--- src/hdl/nidv_pkg.sv ---
`default_nettype none
// ============================================================================
// nidv_pkg
// Shared types, constants and lookup functions for the identity number
// validator.
// ============================================================================
package nidv_pkg;

    localparam int QUEUE_DEPTH = 4;

    // Position thresholds for the character counter.
    localparam logic [4:0] POS_LONG  = 5'd18;
    localparam logic [4:0] POS_SHORT = 5'd15;
    localparam logic [4:0] POS_CHECK = 5'd17;
    localparam logic [4:0] POS_SAT   = 5'd19;

    // Result format codes.
    localparam logic [1:0] FMT_LONG  = 2'd0;
    localparam logic [1:0] FMT_SHORT = 2'd1;
    localparam logic [1:0] FMT_OTHER = 2'd2;

    localparam logic [7:0] ASCII_ZERO = 8'h30;
    localparam logic [7:0] ASCII_NINE = 8'h39;

    localparam logic [13:0] CENTURY_BASE = 14'd1900;

    // One finished number, handed from the front end to the back end.
    typedef struct packed {
        logic [1:0]  fmt;
        logic [13:0] year;
        logic [6:0]  month;
        logic [6:0]  day;
        logic [6:0]  region;
        logic        leap;
        logic        bad;
    } rec_t;

    typedef struct packed {
        logic full;
        logic empty;
    } queue_status_t;

    function automatic logic [3:0] weight(input logic [4:0] pos);
        logic [3:0] w;
        unique case (pos)
            5'd0:    w = 4'd7;
            5'd1:    w = 4'd9;
            5'd2:    w = 4'd10;
            5'd3:    w = 4'd5;
            5'd4:    w = 4'd8;
            5'd5:    w = 4'd4;
            5'd6:    w = 4'd2;
            5'd7:    w = 4'd1;
            5'd8:    w = 4'd6;
            5'd9:    w = 4'd3;
            5'd10:   w = 4'd7;
            5'd11:   w = 4'd9;
            5'd12:   w = 4'd10;
            5'd13:   w = 4'd5;
            5'd14:   w = 4'd8;
            5'd15:   w = 4'd4;
            5'd16:   w = 4'd2;
            default: w = 4'd0;
        endcase
        return w;
    endfunction

    function automatic logic [7:0] check_char(input logic [3:0] sum);
        logic [7:0] c;
        unique case (sum)
            4'd0:    c = 8'h31;
            4'd1:    c = 8'h30;
            4'd2:    c = 8'h58;
            4'd3:    c = 8'h39;
            4'd4:    c = 8'h38;
            4'd5:    c = 8'h37;
            4'd6:    c = 8'h36;
            4'd7:    c = 8'h35;
            4'd8:    c = 8'h34;
            4'd9:    c = 8'h33;
            4'd10:   c = 8'h32;
            default: c = 8'h31;
        endcase
        return c;
    endfunction

    // Reduces a value below 128 modulo 11 by conditional subtraction.
    function automatic logic [3:0] mod11(input logic [6:0] x);
        logic [6:0] r;
        r = x;
        if (r >= 7'd88) r = r - 7'd88;
        if (r >= 7'd44) r = r - 7'd44;
        if (r >= 7'd22) r = r - 7'd22;
        if (r >= 7'd11) r = r - 7'd11;
        return r[3:0];
    endfunction

    function automatic logic region_ok(input logic [6:0] code);
        logic ok;
        unique case (code)
            7'd11, 7'd12, 7'd13, 7'd14, 7'd15,
            7'd21, 7'd22, 7'd23,
            7'd31, 7'd32, 7'd33, 7'd34, 7'd35, 7'd36, 7'd37,
            7'd41, 7'd42, 7'd43, 7'd44, 7'd45, 7'd46,
            7'd50, 7'd51, 7'd52, 7'd53, 7'd54,
            7'd61, 7'd62, 7'd63, 7'd64, 7'd65,
            7'd71, 7'd81, 7'd82, 7'd91: ok = 1'b1;
            default:                    ok = 1'b0;
        endcase
        return ok;
    endfunction

    function automatic logic [4:0] month_days(input logic [6:0] month, input logic leap);
        logic [4:0] lim;
        unique case (month)
            7'd1, 7'd3, 7'd5, 7'd7, 7'd8, 7'd10, 7'd12: lim = 5'd31;
            7'd4, 7'd6, 7'd9, 7'd11:                    lim = 5'd30;
            7'd2:    lim = leap ? 5'd29 : 5'd28;
            default: lim = 5'd0;
        endcase
        return lim;
    endfunction

endpackage
`default_nettype wire

--- src/hdl/nidv_front.sv ---
`default_nettype none
// ============================================================================
// nidv_front
// Takes one character per beat, updates the checksum, region and date
// accumulators, and pushes one finished record on the last character.
// ============================================================================
module nidv_front
(
    input  wire logic              clk,
    input  wire logic              rst_n,
    input  wire logic              char_take,
    input  wire logic [7:0]        char_code,
    input  wire logic              last_char,
    output      logic              push,
    output      nidv_pkg::rec_t    push_rec
);

    logic [4:0]  pos_reg,    pos_next;
    logic [3:0]  wsum_reg,   wsum_next;
    logic [6:0]  region_reg, region_next;
    logic [13:0] year_reg,   year_next;
    logic [6:0]  cc_reg,     cc_next;
    logic [6:0]  yy_reg,     yy_next;
    logic [6:0]  month_reg,  month_next;
    logic [6:0]  day_reg,    day_next;
    logic        bad_reg,    bad_next;

    logic        is_digit;
    logic [3:0]  digit;
    logic [6:0]  digit7;
    logic [6:0]  prod;
    logic [1:0]  fmt;

    assign is_digit = (char_code >= nidv_pkg::ASCII_ZERO) && (char_code <= nidv_pkg::ASCII_NINE);
    assign digit    = is_digit ? 4'(char_code - nidv_pkg::ASCII_ZERO) : 4'd0;
    assign digit7   = {3'b000, digit};
    assign prod     = digit7 * {3'b000, nidv_pkg::weight(pos_reg)};

    always_comb
    begin
        pos_next    = (pos_reg < nidv_pkg::POS_SAT) ? pos_reg + 5'd1 : pos_reg;
        wsum_next   = wsum_reg;
        bad_next    = bad_reg;
        region_next = region_reg;
        year_next   = year_reg;
        cc_next     = cc_reg;
        yy_next     = yy_reg;
        month_next  = month_reg;
        day_next    = day_reg;

        if (pos_reg < nidv_pkg::POS_CHECK)
        begin
            if (!is_digit)
            begin
                bad_next = 1'b1;
            end
            wsum_next = nidv_pkg::mod11(prod + {3'b000, wsum_reg});
        end
        else if (pos_reg == nidv_pkg::POS_CHECK)
        begin
            if (char_code != nidv_pkg::check_char(wsum_reg))
            begin
                bad_next = 1'b1;
            end
        end

        if (pos_reg < 5'd2)
        begin
            region_next = (region_reg << 3) + (region_reg << 1) + digit7;
        end
        if (pos_reg >= 5'd6 && pos_reg <= 5'd9)
        begin
            year_next = (year_reg << 3) + (year_reg << 1) + {10'd0, digit};
        end
        // The century pair doubles as the short-form year, the long-form
        // year pair as the short-form month, and so on.
        if (pos_reg >= 5'd6 && pos_reg <= 5'd7)
        begin
            cc_next = (cc_reg << 3) + (cc_reg << 1) + digit7;
        end
        if (pos_reg >= 5'd8 && pos_reg <= 5'd9)
        begin
            yy_next = (yy_reg << 3) + (yy_reg << 1) + digit7;
        end
        if (pos_reg >= 5'd10 && pos_reg <= 5'd11)
        begin
            month_next = (month_reg << 3) + (month_reg << 1) + digit7;
        end
        if (pos_reg >= 5'd12 && pos_reg <= 5'd13)
        begin
            day_next = (day_reg << 3) + (day_reg << 1) + digit7;
        end
    end

    always_comb
    begin
        priority if (pos_next == nidv_pkg::POS_LONG)
        begin
            fmt = nidv_pkg::FMT_LONG;
        end
        else if (pos_next == nidv_pkg::POS_SHORT)
        begin
            fmt = nidv_pkg::FMT_SHORT;
        end
        else
        begin
            fmt = nidv_pkg::FMT_OTHER;
        end

        push_rec.fmt    = fmt;
        push_rec.region = region_next;
        push_rec.bad    = bad_next;
        unique case (fmt)
            nidv_pkg::FMT_LONG:
            begin
                push_rec.year  = year_next;
                push_rec.month = month_next;
                push_rec.day   = day_next;
                // A century year is leap only when the century is a multiple of four.
                push_rec.leap  = (yy_next != 7'd0) ? (yy_next[1:0] == 2'b00)
                                                    : (cc_next[1:0] == 2'b00);
            end
            nidv_pkg::FMT_SHORT:
            begin
                push_rec.year  = nidv_pkg::CENTURY_BASE + {7'd0, cc_next};
                push_rec.month = yy_next;
                push_rec.day   = month_next;
                push_rec.leap  = (cc_next != 7'd0) && (cc_next[1:0] == 2'b00);
            end
            default:
            begin
                push_rec.year  = 14'd0;
                push_rec.month = 7'd0;
                push_rec.day   = 7'd0;
                push_rec.leap  = 1'b0;
            end
        endcase
    end

    assign push = char_take && last_char;

    always_ff @(posedge clk or negedge rst_n)
    begin
        if (!rst_n)
        begin
            pos_reg    <= '0;
            wsum_reg   <= '0;
            region_reg <= '0;
            year_reg   <= '0;
            cc_reg     <= '0;
            yy_reg     <= '0;
            month_reg  <= '0;
            day_reg    <= '0;
            bad_reg    <= 1'b0;
        end
        else if (push)
        begin
            pos_reg    <= '0;
            wsum_reg   <= '0;
            region_reg <= '0;
            year_reg   <= '0;
            cc_reg     <= '0;
            yy_reg     <= '0;
            month_reg  <= '0;
            day_reg    <= '0;
            bad_reg    <= 1'b0;
        end
        else if (char_take)
        begin
            pos_reg    <= pos_next;
            wsum_reg   <= wsum_next;
            region_reg <= region_next;
            year_reg   <= year_next;
            cc_reg     <= cc_next;
            yy_reg     <= yy_next;
            month_reg  <= month_next;
            day_reg    <= day_next;
            bad_reg    <= bad_next;
        end
    end

endmodule
`default_nettype wire

--- src/hdl/nidv_queue.sv ---
`default_nettype none
// ============================================================================
// nidv_queue
// Short first-in first-out queue of finished records between the front and
// back ends.
// ============================================================================
module nidv_queue
#(
    parameter int DEPTH = nidv_pkg::QUEUE_DEPTH
)
(
    input  wire logic                    clk,
    input  wire logic                    rst_n,
    input  wire logic                    push,
    input  wire nidv_pkg::rec_t          push_rec,
    input  wire logic                    pop,
    output      nidv_pkg::rec_t          head_rec,
    output      nidv_pkg::queue_status_t status
);

    localparam int PTR_W = (DEPTH > 1) ? $clog2(DEPTH) : 1;
    localparam int CNT_W = $clog2(DEPTH + 1);

    nidv_pkg::rec_t   entry_reg [DEPTH];
    logic [PTR_W-1:0] wr_ptr_reg, wr_ptr_next;
    logic [PTR_W-1:0] rd_ptr_reg, rd_ptr_next;
    logic [CNT_W-1:0] count_reg,  count_next;
    logic             do_push;
    logic             do_pop;

    assign status.full  = (count_reg == CNT_W'(DEPTH));
    assign status.empty = (count_reg == '0);
    assign do_push      = push && !status.full;
    assign do_pop       = pop && !status.empty;
    assign head_rec     = entry_reg[rd_ptr_reg];

    always_comb
    begin
        wr_ptr_next = wr_ptr_reg;
        rd_ptr_next = rd_ptr_reg;
        count_next  = count_reg;
        if (do_push)
        begin
            wr_ptr_next = (wr_ptr_reg == PTR_W'(DEPTH - 1)) ? '0 : wr_ptr_reg + 1'b1;
        end
        if (do_pop)
        begin
            rd_ptr_next = (rd_ptr_reg == PTR_W'(DEPTH - 1)) ? '0 : rd_ptr_reg + 1'b1;
        end
        if (do_push && !do_pop)
        begin
            count_next = count_reg + 1'b1;
        end
        else if (do_pop && !do_push)
        begin
            count_next = count_reg - 1'b1;
        end
    end

    always_ff @(posedge clk or negedge rst_n)
    begin
        if (!rst_n)
        begin
            wr_ptr_reg <= '0;
            rd_ptr_reg <= '0;
            count_reg  <= '0;
        end
        else
        begin
            wr_ptr_reg <= wr_ptr_next;
            rd_ptr_reg <= rd_ptr_next;
            count_reg  <= count_next;
        end
    end

    always_ff @(posedge clk)
    begin
        if (do_push)
        begin
            entry_reg[wr_ptr_reg] <= push_rec;
        end
    end

endmodule
`default_nettype wire

--- src/hdl/nidv_back.sv ---
`default_nettype none
// ============================================================================
// nidv_back
// Checks format, error flag, region code and birth date of the record at the
// queue head and holds the verdict in the output register until it is taken.
// ============================================================================
module nidv_back
(
    input  wire logic                    clk,
    input  wire logic                    rst_n,
    input  wire nidv_pkg::rec_t          head_rec,
    input  wire nidv_pkg::queue_status_t status,
    output      logic                    pop,
    output      logic                    m_axis_tvalid,
    input  wire logic                    m_axis_tready,
    output      logic [31:0]             m_axis_tdata,  // birth_year, birth_month, birth_day
    output      logic [2:0]              m_axis_tuser   // id_valid, id_format
);

    logic        out_valid_reg;
    logic [31:0] data_reg;
    logic [2:0]  user_reg;
    logic [4:0]  day_limit;
    logic        date_ok;
    logic        id_ok;

    assign day_limit = nidv_pkg::month_days(head_rec.month, head_rec.leap);
    // An invalid month yields a zero limit, which no day can pass.
    assign date_ok   = (head_rec.day != 7'd0) && (head_rec.day <= {2'b00, day_limit});
    assign id_ok     = (head_rec.fmt != nidv_pkg::FMT_OTHER) && !head_rec.bad
                       && nidv_pkg::region_ok(head_rec.region) && date_ok;

    assign pop = !status.empty && (!out_valid_reg || m_axis_tready);

    always_ff @(posedge clk or negedge rst_n)
    begin
        if (!rst_n)
        begin
            out_valid_reg <= 1'b0;
        end
        else if (pop)
        begin
            out_valid_reg <= 1'b1;
        end
        else if (m_axis_tready)
        begin
            out_valid_reg <= 1'b0;
        end
    end

    always_ff @(posedge clk)
    begin
        if (pop)
        begin
            data_reg <= {4'd0, head_rec.day, head_rec.month, head_rec.year};
            user_reg <= {head_rec.fmt, id_ok};
        end
    end

    assign m_axis_tvalid = out_valid_reg;
    assign m_axis_tdata  = data_reg;
    assign m_axis_tuser  = user_reg;

endmodule
`default_nettype wire

--- src/hdl/national_id_number_validator.sv ---
`default_nettype none
// ============================================================================
// national_id_number_validator
// Streams an identity number in one character per beat and returns one
// verdict beat per number with format, validity and decoded birth date.
// ============================================================================
// Throughput: one character beat per cycle while the record queue has room,
// back to back across numbers. The record of a number is written into the
// record queue with its last character beat and then into the output register
// once that register is empty or its beat is taken. The input stalls only
// when the record queue is full. Reset: asynchronous, active low; clears all
// accumulators, the queue and the output valid.
module national_id_number_validator
#(
    parameter int QUEUE_DEPTH = nidv_pkg::QUEUE_DEPTH
)
(
    input  wire logic        clk,
    input  wire logic        rst_n,
    input  wire logic        s_axis_tvalid,
    output      logic        s_axis_tready,
    input  wire logic [7:0]  s_axis_tdata,  // char_code
    input  wire logic        s_axis_tlast,  // last_char
    output      logic        m_axis_tvalid,
    input  wire logic        m_axis_tready,
    output      logic [31:0] m_axis_tdata,  // birth_year, birth_month, birth_day
    output      logic [2:0]  m_axis_tuser   // id_valid, id_format
);

    logic                    char_take;
    logic                    push;
    nidv_pkg::rec_t          push_rec;
    nidv_pkg::rec_t          head_rec;
    nidv_pkg::queue_status_t status;
    logic                    pop;

    assign s_axis_tready = !status.full;
    assign char_take     = s_axis_tvalid && s_axis_tready;

    nidv_front u_front
    (
        .clk       (clk),
        .rst_n     (rst_n),
        .char_take (char_take),
        .char_code (s_axis_tdata),
        .last_char (s_axis_tlast),
        .push      (push),
        .push_rec  (push_rec)
    );

    nidv_queue #(
        .DEPTH (QUEUE_DEPTH)
    ) u_queue
    (
        .clk      (clk),
        .rst_n    (rst_n),
        .push     (push),
        .push_rec (push_rec),
        .pop      (pop),
        .head_rec (head_rec),
        .status   (status)
    );

    nidv_back u_back
    (
        .clk           (clk),
        .rst_n         (rst_n),
        .head_rec      (head_rec),
        .status        (status),
        .pop           (pop),
        .m_axis_tvalid (m_axis_tvalid),
        .m_axis_tready (m_axis_tready),
        .m_axis_tdata  (m_axis_tdata),
        .m_axis_tuser  (m_axis_tuser)
    );

    a_no_push_when_full: assert property (@(posedge clk) disable iff (!rst_n)
        push |-> !status.full)
        else $error("record pushed into a full queue");

    a_valid_needs_format: assert property (@(posedge clk) disable iff (!rst_n)
        (m_axis_tvalid && m_axis_tuser[0]) |-> (m_axis_tuser[2:1] != nidv_pkg::FMT_OTHER))
        else $error("number of unknown length reported valid");

    a_other_has_no_date: assert property (@(posedge clk) disable iff (!rst_n)
        (m_axis_tvalid && (m_axis_tuser[2:1] == nidv_pkg::FMT_OTHER))
            |-> (m_axis_tdata == 32'd0))
        else $error("date fields set for a number of unknown length");

    a_pop_only_when_filled: assert property (@(posedge clk) disable iff (!rst_n)
        pop |-> !status.empty)
        else $error("record taken from an empty queue");

endmodule
`default_nettype wire
--- config.mk ---
export PLATFORM = sky130hd
export DESIGN_NAME = national_id_number_validator
export DESIGN_NICKNAME = d
export VERILOG_FILES = /design/src/hdl/nidv_pkg.sv /design/src/hdl/nidv_front.sv /design/src/hdl/nidv_queue.sv /design/src/hdl/nidv_back.sv /design/src/hdl/national_id_number_validator.sv
export SDC_FILE = /design/constraint.sdc
export NUM_CORES = 1
export LEC_CHECK = 0
export ABC_AREA = 1
export BUFFER_PORTS_ARGS = -buffer_cell sky130_fd_sc_hd__buf_4
export CORE_UTILIZATION = 44
export DETAILED_ROUTE_END_ITERATION = 16
export PLACE_DENSITY_LB_ADDON = 0.15
export SLEW_MARGIN = 20
export SYNTH_ARGS = -nofsm -noshare
export SYNTH_HDL_FRONTEND = slang
export SYNTH_HIERARCHICAL = 1
export SYNTH_SLANG_ARGS = --single-unit
--- constraint.sdc ---
create_clock -name clk -period 11.56 [get_ports clk]
set_input_delay 0.578 -clock clk [delete_from_list [all_inputs] [get_ports clk]]
set_output_delay 0.578 -clock clk [all_outputs]
set_load 0.05 [all_outputs]
# Word level (Yosys, flattened, before mapping)
# Memory sizes are Yosys's and may differ from the RTL's.
# Index checks and enable logic that the tools add are counted.
# word_totals
latch_bits	0
out_inout_bits	37
mem_bits_rw	156
elab_cells	177
memories	4
in_bits	13
rom_bits	352
reg_bits	98
# mem_list
memory	words	width	read_ports	rd_ports_with_merged_regs	wr	line_no	rtl
u_queue.entry_reg	4	39	1	0	1	nidv_queue.sv:24	nidv_pkg::rec_t entry_reg [DEPTH];
(name not given)	128	1	1	0	0	nidv_pkg.sv:100	unique case (code)
(name not given)	32	4	1	0	0	nidv_pkg.sv:45	unique case (pos)
(name not given)	16	6	1	0	0	nidv_pkg.sv:70	unique case (sum)
# classes
n_shift	0
magnitude_cmp	18
div	0
bitwise	0
multipliers	1
reduce_logical	39
n_addsub	24
n_mux	55
eq_ne	21
# op_table
op	n
two-way mux 7 bit	21
one-hot mux 28 bit (2 select lines)	1
adder 7 x 4 -> 7 bit	6
two-way mux 14 bit	3
adder 7 bit	5
equality test 7 x 4 -> 1 bit, second input constant	5
equality test 7 x 3 -> 1 bit, second input constant	4
nonzero test 7 bit	3
two-way mux 4 bit	5
logical AND 1 bit	18
two-way mux 8 bit	2
greater-or-equal comparator 5 x 4 -> 1 bit, second input constant	3
<= comparator 5 x 4 -> 1 bit, second input constant	3
two-way mux 5 bit	3
one-hot mux 5 bit (3 select lines)	1
adder 14 bit	1
adder 14 x 4 -> 14 bit	1
equality test 7 x 2 -> 1 bit, second input constant	2
adder 11 x 7 -> 12 bit, first input constant	1
two-way mux 1 bit	12
equality test 5 bit, second input constant	2
< comparator 5 bit, second input constant	2
greater-or-equal comparator 8 x 6 -> 1 bit, second input constant	1
<= comparator 8 x 6 -> 1 bit, second input constant	1
36 further kinds	52

# Logic depth before layout (Yosys ltp)
# Gate-level depths: netlist of run 1.
# depth
word_depth	19
depth_mapped	52
depth_no_buf	52

# By module
# The synthesis of run 1 kept the hierarchy.
# modules_own_cells
mod	area_each_um2	instances	cells_each	seq_area_each_um2
nidv_queue	6761.5	1	517	4859.7
nidv_front	6637.6	1	904	1476.4
nidv_back	1397.6	1	116	955.9
national_id_number_validator	13.8	1	3	0.0

# Worst setup path before layout of run 1
# No wires, ideal clock.
# synth_timing
path_type	input-to-reg
from	input port s_axis_tdata[6]
to	register u_front.wsum_reg[0]
n_path_buf	0
t_arrival_ps	6753
path_stages	47
t_required_ps	11443
setup_time_ps	117
setup_slack_ps	4689
cell_sequence	nor2_1 -> nand2_1 -> a21oi_1 -> inv_1 -> nor2_1 -> nand2_1 -> fa_1 -> fa_1 -> fa_1 -> inv_1 -> ha_1 -> a21oi_1 -> o21ai_0 -> xor2_1 -> inv_1 -> ha_1 -> inv_1 -> nand3_1 -> [11 not listed] -> nand2_1 -> inv_1 -> ha_1 -> inv_1 -> nand2_4 -> nand2_4 -> nand3_4 -> nand2_1 -> nand2_1 -> inv_1 -> ha_1 -> inv_1 -> nor2_2 -> nor2_4 -> nand2_2 -> nand2_1 -> nand3_1 -> nand2_1
# synth_between
elab_chain_len	19
word_cells_on_any_way	24
classes_between	add/sub (5); mul (1); order compare (6); mux (11); reduce/logical (1)
# synth_lines
item	line_no	rtl
start: declaration	national_id_number_validator.sv:22	input wire logic [7:0] s_axis_tdata,
greater-or-equal comparator 8 x 6 -> 1 bit or <= comparator 8 x 6 -> 1 bit (tied branches)	nidv_front.sv:34	assign is_digit = (char_code >= nidv_pkg::ASCII_ZERO) && (char_code <= nidv_pkg::ASCII_NINE);
logical AND 1 bit *	nidv_front.sv:34	
two-way mux 4 bit *	nidv_front.sv:35	assign digit = is_digit ? 4'(char_code - nidv_pkg::ASCII_ZERO) : 4'd0;
multiplier 4 x 4 -> 7 bit *	nidv_front.sv:37	assign prod = digit7 * {3'b000, nidv_pkg::weight(pos_reg)};
adder 7 x 4 -> 7 bit *	nidv_front.sv:57	wsum_next = nidv_pkg::mod11(prod + {3'b000, wsum_reg});
subtractor 7 bit or greater-or-equal comparator 7 bit (tied branches)	nidv_pkg.sv:91	if (r >= 7'd88) r = r - 7'd88;
two-way mux 7 bit *	nidv_pkg.sv:91	
two-way mux 7 bit *	nidv_front.sv:51	if (pos_reg < nidv_pkg::POS_CHECK)
[3 not listed]	-	
subtractor 7 x 5 -> 7 bit or greater-or-equal comparator 7 x 5 -> 1 bit (tied branches)	nidv_pkg.sv:93	if (r >= 7'd22) r = r - 7'd22;
two-way mux 7 bit *	nidv_pkg.sv:93	
two-way mux 7 bit *	nidv_front.sv:51	
greater-or-equal comparator 7 x 4 -> 1 bit or subtractor 4 bit (tied branches)	nidv_pkg.sv:94	if (r >= 7'd11) r = r - 7'd11;
two-way mux 4 bit *	nidv_pkg.sv:94	
two-way mux 4 bit *	nidv_front.sv:51	
two-way mux 4 bit *	nidv_front.sv:168	else if (char_take)
two-way mux 4 bit *	nidv_front.sv:156	else if (push)
end signal: assignment	nidv_front.sv:171	wsum_reg <= wsum_next;
end: declaration	nidv_front.sv:19	logic [3:0] wsum_reg, wsum_next;
# Mark *: on every way between the ends. The rest lies on a longest branch, timed or not. The select of a mux whose other input is x is not followed.
# A chain may end at the register's enable or synchronous reset.

# Worst setup path after layout of run 1
# layout_timing
from	register u_front.pos_reg[0]
to	register u_front.wsum_reg[2]
# layout_between
elab_chain_len	17
word_cells_on_any_way	24
classes_between	add/sub (5); mul (1); order compare (5); mux (10); reduce/logical (2); memory (1)
# layout_lines
item	line_no	rtl
start: declaration	nidv_front.sv:18	logic [4:0] pos_reg, pos_next;
start signal: assignment	nidv_front.sv:170	pos_reg <= pos_next;
memory read (32 x 4 bit)	-	
multiplier 4 x 4 -> 7 bit	nidv_front.sv:37	
adder 7 x 4 -> 7 bit	nidv_front.sv:57	
subtractor 7 bit or greater-or-equal comparator 7 bit (tied branches)	nidv_pkg.sv:91	
two-way mux 7 bit	nidv_pkg.sv:91	
two-way mux 7 bit	nidv_front.sv:51	
subtractor 7 x 6 -> 7 bit or greater-or-equal comparator 7 x 6 -> 1 bit (tied branches)	nidv_pkg.sv:92	if (r >= 7'd44) r = r - 7'd44;
two-way mux 7 bit	nidv_pkg.sv:92	
two-way mux 7 bit	nidv_front.sv:51	
subtractor 7 x 5 -> 7 bit or greater-or-equal comparator 7 x 5 -> 1 bit (tied branches)	nidv_pkg.sv:93	
two-way mux 7 bit	nidv_pkg.sv:93	
two-way mux 7 bit	nidv_front.sv:51	
greater-or-equal comparator 7 x 4 -> 1 bit or subtractor 4 bit (tied branches)	nidv_pkg.sv:94	
two-way mux 4 bit	nidv_pkg.sv:94	
two-way mux 4 bit	nidv_front.sv:51	
two-way mux 4 bit	nidv_front.sv:168	
two-way mux 4 bit	nidv_front.sv:156	
# Several ways; a longest one is shown, not always the timed one. The select of a mux whose other input is x is not followed.

==> results of run 1 <==
cell usage after synthesis (12+ instances only):
| library cell | instances | area (um^2) |
|---|---|---|
| a21oi_1 | 38 | 190 |
| buf_2 | 12 | 60.1 |
| buf_6 | 14 | 158 |
| clkbuf_1 | 21 | 78.8 |
| dfrtp_1 | 67 | 1680 |
| edfxtp_1 | 187 | 5620 |
| fa_1 | 19 | 380 |
| ha_1 | 103 | 1290 |
| inv_1 | 269 | 1010 |
| nand2_1 | 297 | 1110 |
| nand3_1 | 53 | 265 |
| nor2_1 | 75 | 282 |
| o211ai_1 | 71 | 533 |
| o21ai_0 | 86 | 430 |
| o22ai_1 | 70 | 438 |
| xnor2_1 | 17 | 149 |
| xor2_1 | 21 | 184 |
power by group:
group	switching [mW]	internal (mW)	leakage [nW]
clock	0.361	0.534	0.449
sequential	0.161	1.26	2.62
combinational	1.30	0.627	4.34
cell usage in the layout (no fill, tap or decap), types with 3 or more instances in the layout:
cell	instances
clkinv_1	5
nand4_1	7
clkinvlp_4	3
inv_1	269
a21oi_1	37
or2_2	5
nor2_4	8
clkbuf_16	29
nand2_2	10
ha_1	103
bufinv_16	3
o211ai_2	10
nand3_1	53
edfxtp_1	187
buf_4	59
nor3_1	11
nand2_4	8
clkbuf_1	6
nand3b_1	5
a22oi_1	3
inv_2	10
clkinv_2	4
nor2_2	4
xor2_1	21
fa_1	19
nor4_1	3
xnor2_1	17
nor2_1	71
o211ai_1	71
dfrtp_1	66
o22ai_1	70
nand3_2	6
conb_1	4
o21ai_0	86
nand2_1	296
worst reg2reg max path, delay by kind of cell (launching register included):
family | cells | cell delay [ns]
xor gates and xnor gates | 1 | 0.15
DFF | 1 | 0.51
adders and majority gates | 9 | 2.91
AOI/OAI and AO/OA | 3 | 0.41
buffers and inverters | 10 | 0.86
and+or+nand+nor | 26 | 2.54
final timing paths:
path	from	end	depth (start not counted)
setup / recovery	u_front/pos_reg[0]	u_front/wsum_reg[2]	49
hold / removal	rst_n	u_back/m_axis_tvalid	1
setup reg to reg	u_front/pos_reg[0]	u_front/wsum_reg[2]	49
hold reg to reg	u_queue/count_reg[2]	u_queue/count_reg[2]	2
max in group asynchronous	rst_n	u_queue/rd_ptr_reg[0]	1
min in group clk	m_axis_tready	u_back/m_axis_tvalid	4
routing by layer:
layer | GRT usage (%) | vias to the layer above
li1 | - | 5266
met1 | 27.0 | 4929
met2 | 30.2 | 166
met3 | 1.86 | 41
met4 | 4.10 | 0
met5 | 0 | -
final cells by class:
type | instances | share of cell area (%)
flip-flops and latches | 254 | 44.4
multi-input cells | 953 | 37.4
inverters | 281 | 6.44
clock buffers | 36 | 4.63
well taps | 442 | 3.36
repair buffers | 59 | 2.69
clock inverters | 16 | 1.10
stage by stage:
step | total power, mW | cells
global route | 4.60 | 2041
floorplan | 2.92 | 1543
CTS | 4.28 | 2041
global placement | 3.34 | 1989
detailed placement | 3.37 | 1989
finish | 4.24 | 2041
cell families after synthesis:
group	count (synthesis)
AOI/OAI and AO/OA	293
and+or+nand+nor	494
xor gates and xnor gates	38
adders and majority gates	122
other	1
DFF	254
muxes	2
buffers and inverters	336
==> metrics.txt, run 1 <==
status finished clean; Seq/Total Area, Yosys between 40% and 50%; uppermost routed layer met4; largest family of logic cells by synthesized area simple AND/OR/NAND/NOR gates; syn avg cell area 9.62 um^2; DIE HEIGHT 185 um; RSZ-0062 raised after global routing false; Crit path buffers/inverters 10; full die area between 30,000 and 40,000 um^2; IO Count 50; crit path time final ~7.5 ns; std cell rows 66; met2 routed WL 13,700 um; Antenna Cells 0; GRT Total Usage approximately a fifth; TNS Setup 0 ns; Largest register FFs about 160; first-pass GRT wire length 51,000 um; CTS tree yes; PostCTS Resize Cnt 0; worst slack at placement about 3.6 ns; Clock Latency Late Sink about 0.55 ns; CTS Hold Buffers Added 0; async set-reset flop share out of synthesis around a quarter; final setup fails 0; PortBufs 45; Post-synth EDFFs about 190; post-layout util about half; Top cell by count, worst path nand2_1; Tightest Pin Transition 0.957 ns; H-tree Lvls 1; crit share post-route between 60% and 70%; post-route cell area approximately 16,000 um^2; CP Capture Type register; area of the multi-input gates ~6200 um^2; layout cells sized above 1 a little over a tenth; Compound-Gate Fraction of Synth Area between 10% and 20%; fill cell count roughly 3,100; Slew HR 35.5%; initial core utilization between 40% and 50%; Yosys cell types 54; first drt pass iteration count 5; CP max-delay cell fa_1; metal3 WL 968 um; worst stage delay on the critical path between 0.5 and 0.6 ns; Hold Path Class input pin to asynchronous set/reset pin; Final Net Count between 1,500 and 2,000; 1st-iter DRT viols 553; crit start category register; critical path arrival 7.93 ns; Antenna Nets Post-Route 0; Post-Syn Instances 1,540; number of synthesized register bits roughly 250; wl on met1 15,400 um; wire per inst about 15 um; peak supply drop ~140 uV; vias per cell 5.10; CP max FO 8; core area 32,900 um^2; Final Skew roughly 0.017 ns; gp weighted congestion a little under 0.9; Placed Instance Area 15,500 um^2; Synth Area in XOR/XNOR about 2.2%; Max Slew Vio Count 0; Most used DFF post-synth edfxtp_1; total of max-cap violations 0; synthesized area 14,800 um^2; post-synthesis adder-cell area fraction 11.3%; register area 7300 um^2; largest net degree at the start of global routing a little under 90; mux cell area share after synthesis less than 1%; Required @ worst endpoint between 10 and 15 ns; dpl hpwl ~20,000 um; area grow syn2layout 11.1%; CTS Sinks approximately 250; pwr dens between 200 and 300 nW/um^2; FF-to-FF setup slack a little over 4 ns; postcts setup bufs 0; Die W 185 um; count of final hold-check violations 0; vias in the first global route between 10,000 and 15,000; kind of critical path register to register; clock root buffer clkbuf_16; delay-heaviest family, CP adder cells; Residual DRC 0; vias after detailed routing approximately 10,000; simple logic cell fraction of the synthesized area between 10 and 15%; warnings from Yosys 6; Post-Route WL between 30,000 and 40,000 um; Hold Slack approximately 0.18 ns; clock buffer count from CTS 28; Final WS setup 4.07 ns; Static Leakage 7.40 nW; Overflow after GRT 0; Clock transition at path regs roughly 0.060 ns; Max Clock Freq 133 MHz; initial antenna violation count 0; Clock Path Buffers 3
Power figures use the tool's default switching activity.
==> run 2, diff against run 1 <==
Clock period 11.56 ns to 6.3 ns, I/O delays scaled along.
==> run 2 against run 1 <==
  * First-iteration DRC count increased by 41%
  * Sequential cell count unchanged
  * Clock power is 88% higher
  * Count of clock-buffer cells in the layout increased by 7
  * Via count increased by 3.1%
  * Sequential power increased by 80%
  * Combinational power grew 100%
  * Non-clock buffer count rose by 76
  * Clock skew is 0.010 ns higher
  * Routed wire length up 2.9%
  * Largest cell class unchanged
  * Largest power group unchanged
  * Highest routed layer unchanged
==> metrics.txt, run 2 (synthesis gave the netlist of run 1 again) <==
clock root buffer clkbuf_16; Slew HR a little under a third; Clock Latency Late Sink between 0.5 and 0.6 ns; layout cells sized above 1 between 10% and 20%; PortBufs 45; fill cell count 2,974; full die area roughly 34,000 um^2; met1 Use GR between 20 and 30%; DIE HEIGHT 185 um; first drt pass iteration count 7; reg2reg path depth 49; Sw Share a little over two fifths; CP max FO 4; area grow syn2layout 16.7%; kind of critical path register to register; worst stage delay on the critical path roughly 0.54 ns; post-route cell area 17,300 um^2; final setup fails 0; largest net degree at the start of global routing between 100 and 150; met3 Use GR approximately 1.7%; CP Capture Type register; clock buffer count from CTS 30; Worst setup startpoint u_front/pos_reg[1]; count of final hold-check violations 0; status finished clean; peak supply drop ~250 uV; Tightest Pin Transition just over 1 ns; CTS tree yes; first-pass GRT wire length 51,300 um; wire per inst 14.9 um; dpl hpwl roughly 21,000 um; sequential power share a little under a third; RSZ-0062 raised after global routing true; initial antenna violation count 0; H-tree Lvls 1; Logic pwr share 47.9%; GRT Total Usage about a fifth; Antenna Nets Post-Route 0; Antenna Cells 0; std cell rows 66; met2 usage 30.9%; Hold Path Class input pin to register; Largest register FFs 156; gp weighted congestion between 0.8 and 0.9; Placed Instance Area between 15,000 and 20,000 um^2; vias per cell approximately 5.1; total of max-cap violations 0; Max Slew Vio Count 0; crit share post-route just under 100%; Final Skew ~0.027 ns; most common cell after layout, fill and taps aside nand2_1; core area 32,900 um^2; Max Clock Freq 160 MHz; Final Net Count 1,790; vias in the first global route 10,200; vias after detailed routing around 11,000; Top cell by count, worst path inv_2; crit path time final ~6.2 ns; Clock transition at path regs about 0.060 ns; CP max-delay cell fa_1; Clock Path Buffers 3; Final WS setup between 0.06 and 0.07 ns; busiest metal layer after global routing met2; Required @ worst endpoint ~6.8 ns; CP endpoint u_front/wsum_reg[0]; initial core utilization 45.1%; 1st-iter DRT viols 778; post-layout util between 50% and 60%; Psw 3.45 mW; final non-filler cell total between 2,000 and 2,500; FF-to-FF End u_front/wsum_reg[0]; pwr dens between 400 and 500 nW/um^2; worst slack at placement -0.222 ns; clock share of power between 20 and 25%; Internal roughly 4.7 mW; Design Power ~8.1 mW; critical path arrival around 6.7 ns; Residual DRC 0; Static Leakage between 7 and 8 nW; most frequent cells in the layout nand2_1 (285), inv_1 (256), edfxtp_1 (187), buf_4 (131), ha_1 (96); Inst Count DP 2,040; CTS Sinks between 200 and 300; FF-to-FF setup slack 0.06 ns; Die W approximately 190 um; IO Count 50; Overflow after GRT 0; Crit Reg-Reg Startpoint u_front/pos_reg[1]; Post-Route WL between 30,000 and 40,000 um; crit start category register
run 2: cell count changes in the layout (fill, tap and decap cells not counted), sizes merged:
cell | previous run | this run
clkinv | 10 | 8
dlygate4sd3 | 0 | 2
bufinv | 3 | 1
clkbuf | 36 | 43
inv | 281 | 282
buf | 59 | 133
run 2: worst min-delay path by stage:
| stage | start | end | slack [ns] | depth (start not counted) |
|---|---|---|---|---|
| after floorplan | rst_n | u_back/m_axis_tvalid | 0.02 | 0 |
| after global placement | u_queue/count_reg[2] | u_queue/count_reg[2] | 0.50 | 2 |
| after detailed placement | u_queue/count_reg[2] | u_queue/count_reg[2] | 0.51 | 2 |
| after CTS | s_axis_tlast | u_queue/wr_ptr_reg[1] | 0.23 | 5 |
| after global routing | s_axis_tlast | u_queue/wr_ptr_reg[1] | 0.26 | 5 |
| final | s_axis_tlast | u_queue/wr_ptr_reg[1] | 0.25 | 5 |
run 2: worst max-delay path: cells and delay by family, from the launching register on:
family / cells / cell delay, ns
buf+inv: 10 / 0.54
simple gates: 26 / 2.27
flops: 1 / 0.43
compound gates: 3 / 0.28
xor+xnor: 1 / 0.14
fa+ha+maj: 9 / 2.51
run 2: metal layers:
metal / wire, um / share of wire, %
met3: 1270 / 4.0
met5: 0 / 0
met4: 712 / 2.3
met1: 15200 / 48
met2: 14300 / 45
run 2: layout make-up:
cell class	count	area [um^2]	share of cell area, %
inverters	281	1060	6.16
clock buffers	43	850	4.92
multi-input cells	953	6350	36.7
clock inverters	13	133	0.768
repair buffers	135	1030	5.99
well taps	442	553	3.20
flip-flops and latches	254	7300	42.2
run 2: repair_timing:
item,in CTS,in global routing
hold buffers,2,0
resized for setup,24,24
setup buffers,13,9
pin swaps,28,41
endpoints found under the hold margin,68,0
setup endpoints to repair,4,4
run 2: stage by stage:
step / setup TNS (ns) / hold WS [ns]
after CTS: 0 / 0.234
after global placement: -0.102 / 0.496
after floorplan: 0 / 0.0194
after global routing: -1.13 / 0.258
after detailed placement: -0.696 / 0.506
final: 0 / 0.249
run 2: power groups by stage:
stage | Combinational, mW | Sequential (mW) | Clock (mW)
CTS | 3.81 | 2.61 | 1.72
global route | 4.38 | 2.61 | 1.79
global placement | 3.65 | 2.63 | 0
detailed placement | 3.71 | 2.64 | 0
floorplan | 2.49 | 2.90 | 0
finish | 3.90 | 2.55 | 1.68
==> run 3, diff against run 2 <==
Clock period 6.3 ns to 6.7 ns, I/O delays scaled along.
==> run 3 against run 2 <==
  * Maximum frequency decreased by 3.4%
  * Critical path depth decreased by 2
  * Clock power up 3%
  * Cell count shrank 1.6%
  * Critical endpoint is now u_front/wsum_reg[1]
  * Register-to-register slack better by 0.18 ns
  * Worst hold slack worse by 0.19 ns
  * Critical path type unchanged
  * Highest routed layer unchanged
  * Worst setup slack improved by 0.18 ns
==> metrics.txt, run 3 (synthesis gave the netlist of run 1 again) <==
Overflow after GRT 0; met2 usage a little under a third; post-route cell area approximately 17,000 um^2; initial antenna violation count 0; Design Power between 7 and 8 mW; critical path arrival 6.91 ns; Placed Instance Area between 15,000 and 20,000 um^2; Antenna Cells 0; wire per inst 15.0 um; vias in the first global route slightly below 10,000; vias after detailed routing 10,500; Largest register FFs about 160; CP Capture Type register; CTS Sinks between 200 and 300; fill cell count approximately 3,000; Hold Path Class input pin to register; most frequent cells in the layout nand2_1 (290), inv_1 (260), edfxtp_1 (187), buf_4 (102), ha_1 (96); RSZ-0062 raised after global routing true; layout cells sized above 1 15.4%; Die W about 190 um; Slew HR 34.8%; Antenna Nets Post-Route 0; Top cell by count, worst path inv_2; full die area about 34,000 um^2; H-tree Lvls 1; clock root buffer clkbuf_16; post-layout util 51.9%; first-pass GRT wire length 50,500 um; Max Clock Freq 155 MHz; Tightest Pin Transition just under 1 ns; most common cell after layout, fill and taps aside nand2_1; crit path time final ~6.5 ns; pwr dens between 400 and 500 nW/um^2; std cell rows 66; Required @ worst endpoint 7.15 ns; first drt pass iteration count 5; Residual DRC 0; Crit path buffers/inverters 10; CP max FO 4; Static Leakage around 7.7 nW; Clock transition at path regs ~0.060 ns; delay-heaviest family, CP adder cells; busiest metal layer after global routing met2; Final Skew between 0.008 and 0.009 ns; DIE HEIGHT 185 um; status finished clean; Hold Slack 0.0610 ns; gp weighted congestion around 0.86; core area 32,900 um^2; met3 Use GR under 10%; initial core utilization between 40% and 50%; CP max-delay cell fa_1; clock buffer count from CTS 28; Post-Route WL between 30,000 and 40,000 um; CTS tree yes; peak supply drop approximately 250 uV; vias per cell between 5 and 6; worst stage delay on the critical path between 0.5 and 0.6 ns; PortBufs 45; area grow syn2layout 15.2%; Max Slew Vio Count 0; crit share post-route 96.4%; met1 Use GR a little over a quarter; final setup fails 0; largest net degree at the start of global routing 79; crit start category register; dpl hpwl approximately 21,000 um; Final Net Count approximately 1,800; Clock Latency Late Sink 0.56 ns; kind of critical path register to register; total of max-cap violations 0; count of final hold-check violations 0; Clock Path Buffers 3; GRT Total Usage 18.6%; IO Count 50; 1st-iter DRT viols 698
-- run 3: cell types whose count changed in the layout (fill, tap and decap cells not counted), sizes merged --
cell,before,now
buf,133,104
dlygate4sd3,2,1
clkbuf,43,30
clkinv,8,11
inv,282,283
bufinv,1,8
clkinvlp,3,1
-- run 3: area by class of cell --
cell class	instances	area (um^2)	share of cell area, %
Multi-Input combinational cell	953	6290	36.9
Clock inverter	22	348	2.04
Tap cell	442	553	3.24
Inverter	281	1060	6.21
Timing Repair Buffer	105	798	4.68
Sequential cell	254	7300	42.8
Clock buffer	30	708	4.15
-- run 3: power breakdown --
part	internal [mW]	switching (mW)
combinational	1.22	2.32
sequential	2.17	0.262
clock	1.08	0.649
-- run 3: worst register-to-register path, delay by kind of cell (launching register included) --
family / cells / cell delay, ns
simple gates: 24 / 2.26
fa+ha+maj: 9 / 2.57
xor+xnor: 1 / 0.16
buf+inv: 10 / 0.63
compound gates: 3 / 0.31
flops: 1 / 0.44
-- run 3: through the flow --
| step | setup TNS [ns] | worst slack, ns | std cells |
|---|---|---|---|
| 2_1_floorplan | 0 | 0.00156 | 1543 |
| 3_3_place_gp | 0 | 0.00821 | 2020 |
| 3_5_place_dp | -0.700 | -0.219 | 2020 |
| 4_1_cts | 0 | 0.0136 | 2075 |
| 5_1_grt | -0.396 | -0.149 | 2087 |
| 6_report | 0 | 0.242 | 2087 |
-- run 3: worst paths after layout --
path	startpoint	endpoint	slack, ns	cells past startpoint
setup / recovery	u_front/pos_reg[0]	u_front/wsum_reg[1]	0.24	47
hold / removal	m_axis_tready	u_back/m_axis_tvalid	0.06	4
setup reg to reg	u_front/pos_reg[0]	u_front/wsum_reg[1]	0.24	47
hold reg to reg	u_queue/count_reg[2]	u_queue/count_reg[2]	0.50	2
max in group asynchronous	rst_n	u_queue/rd_ptr_reg[0]	5.50	2
min in group asynchronous	rst_n	u_queue/wr_ptr_reg[0]	0.47	2
-- run 3: timing repair --
action	CTS	global route
pin swaps	7	28
hold endpoints to repair	67	0
resized for setup	4	39
endpoints found under the setup margin	4	4
buffers inserted	2	12
gates cloned	0	0
hold buffers	1	0
-- run 3: metal layers --
metal	up-vias	wire, um
met3	35	807
met2	143	14400
met1	4990	15700
met4	0	502
met5	-	0
li1	5361	-
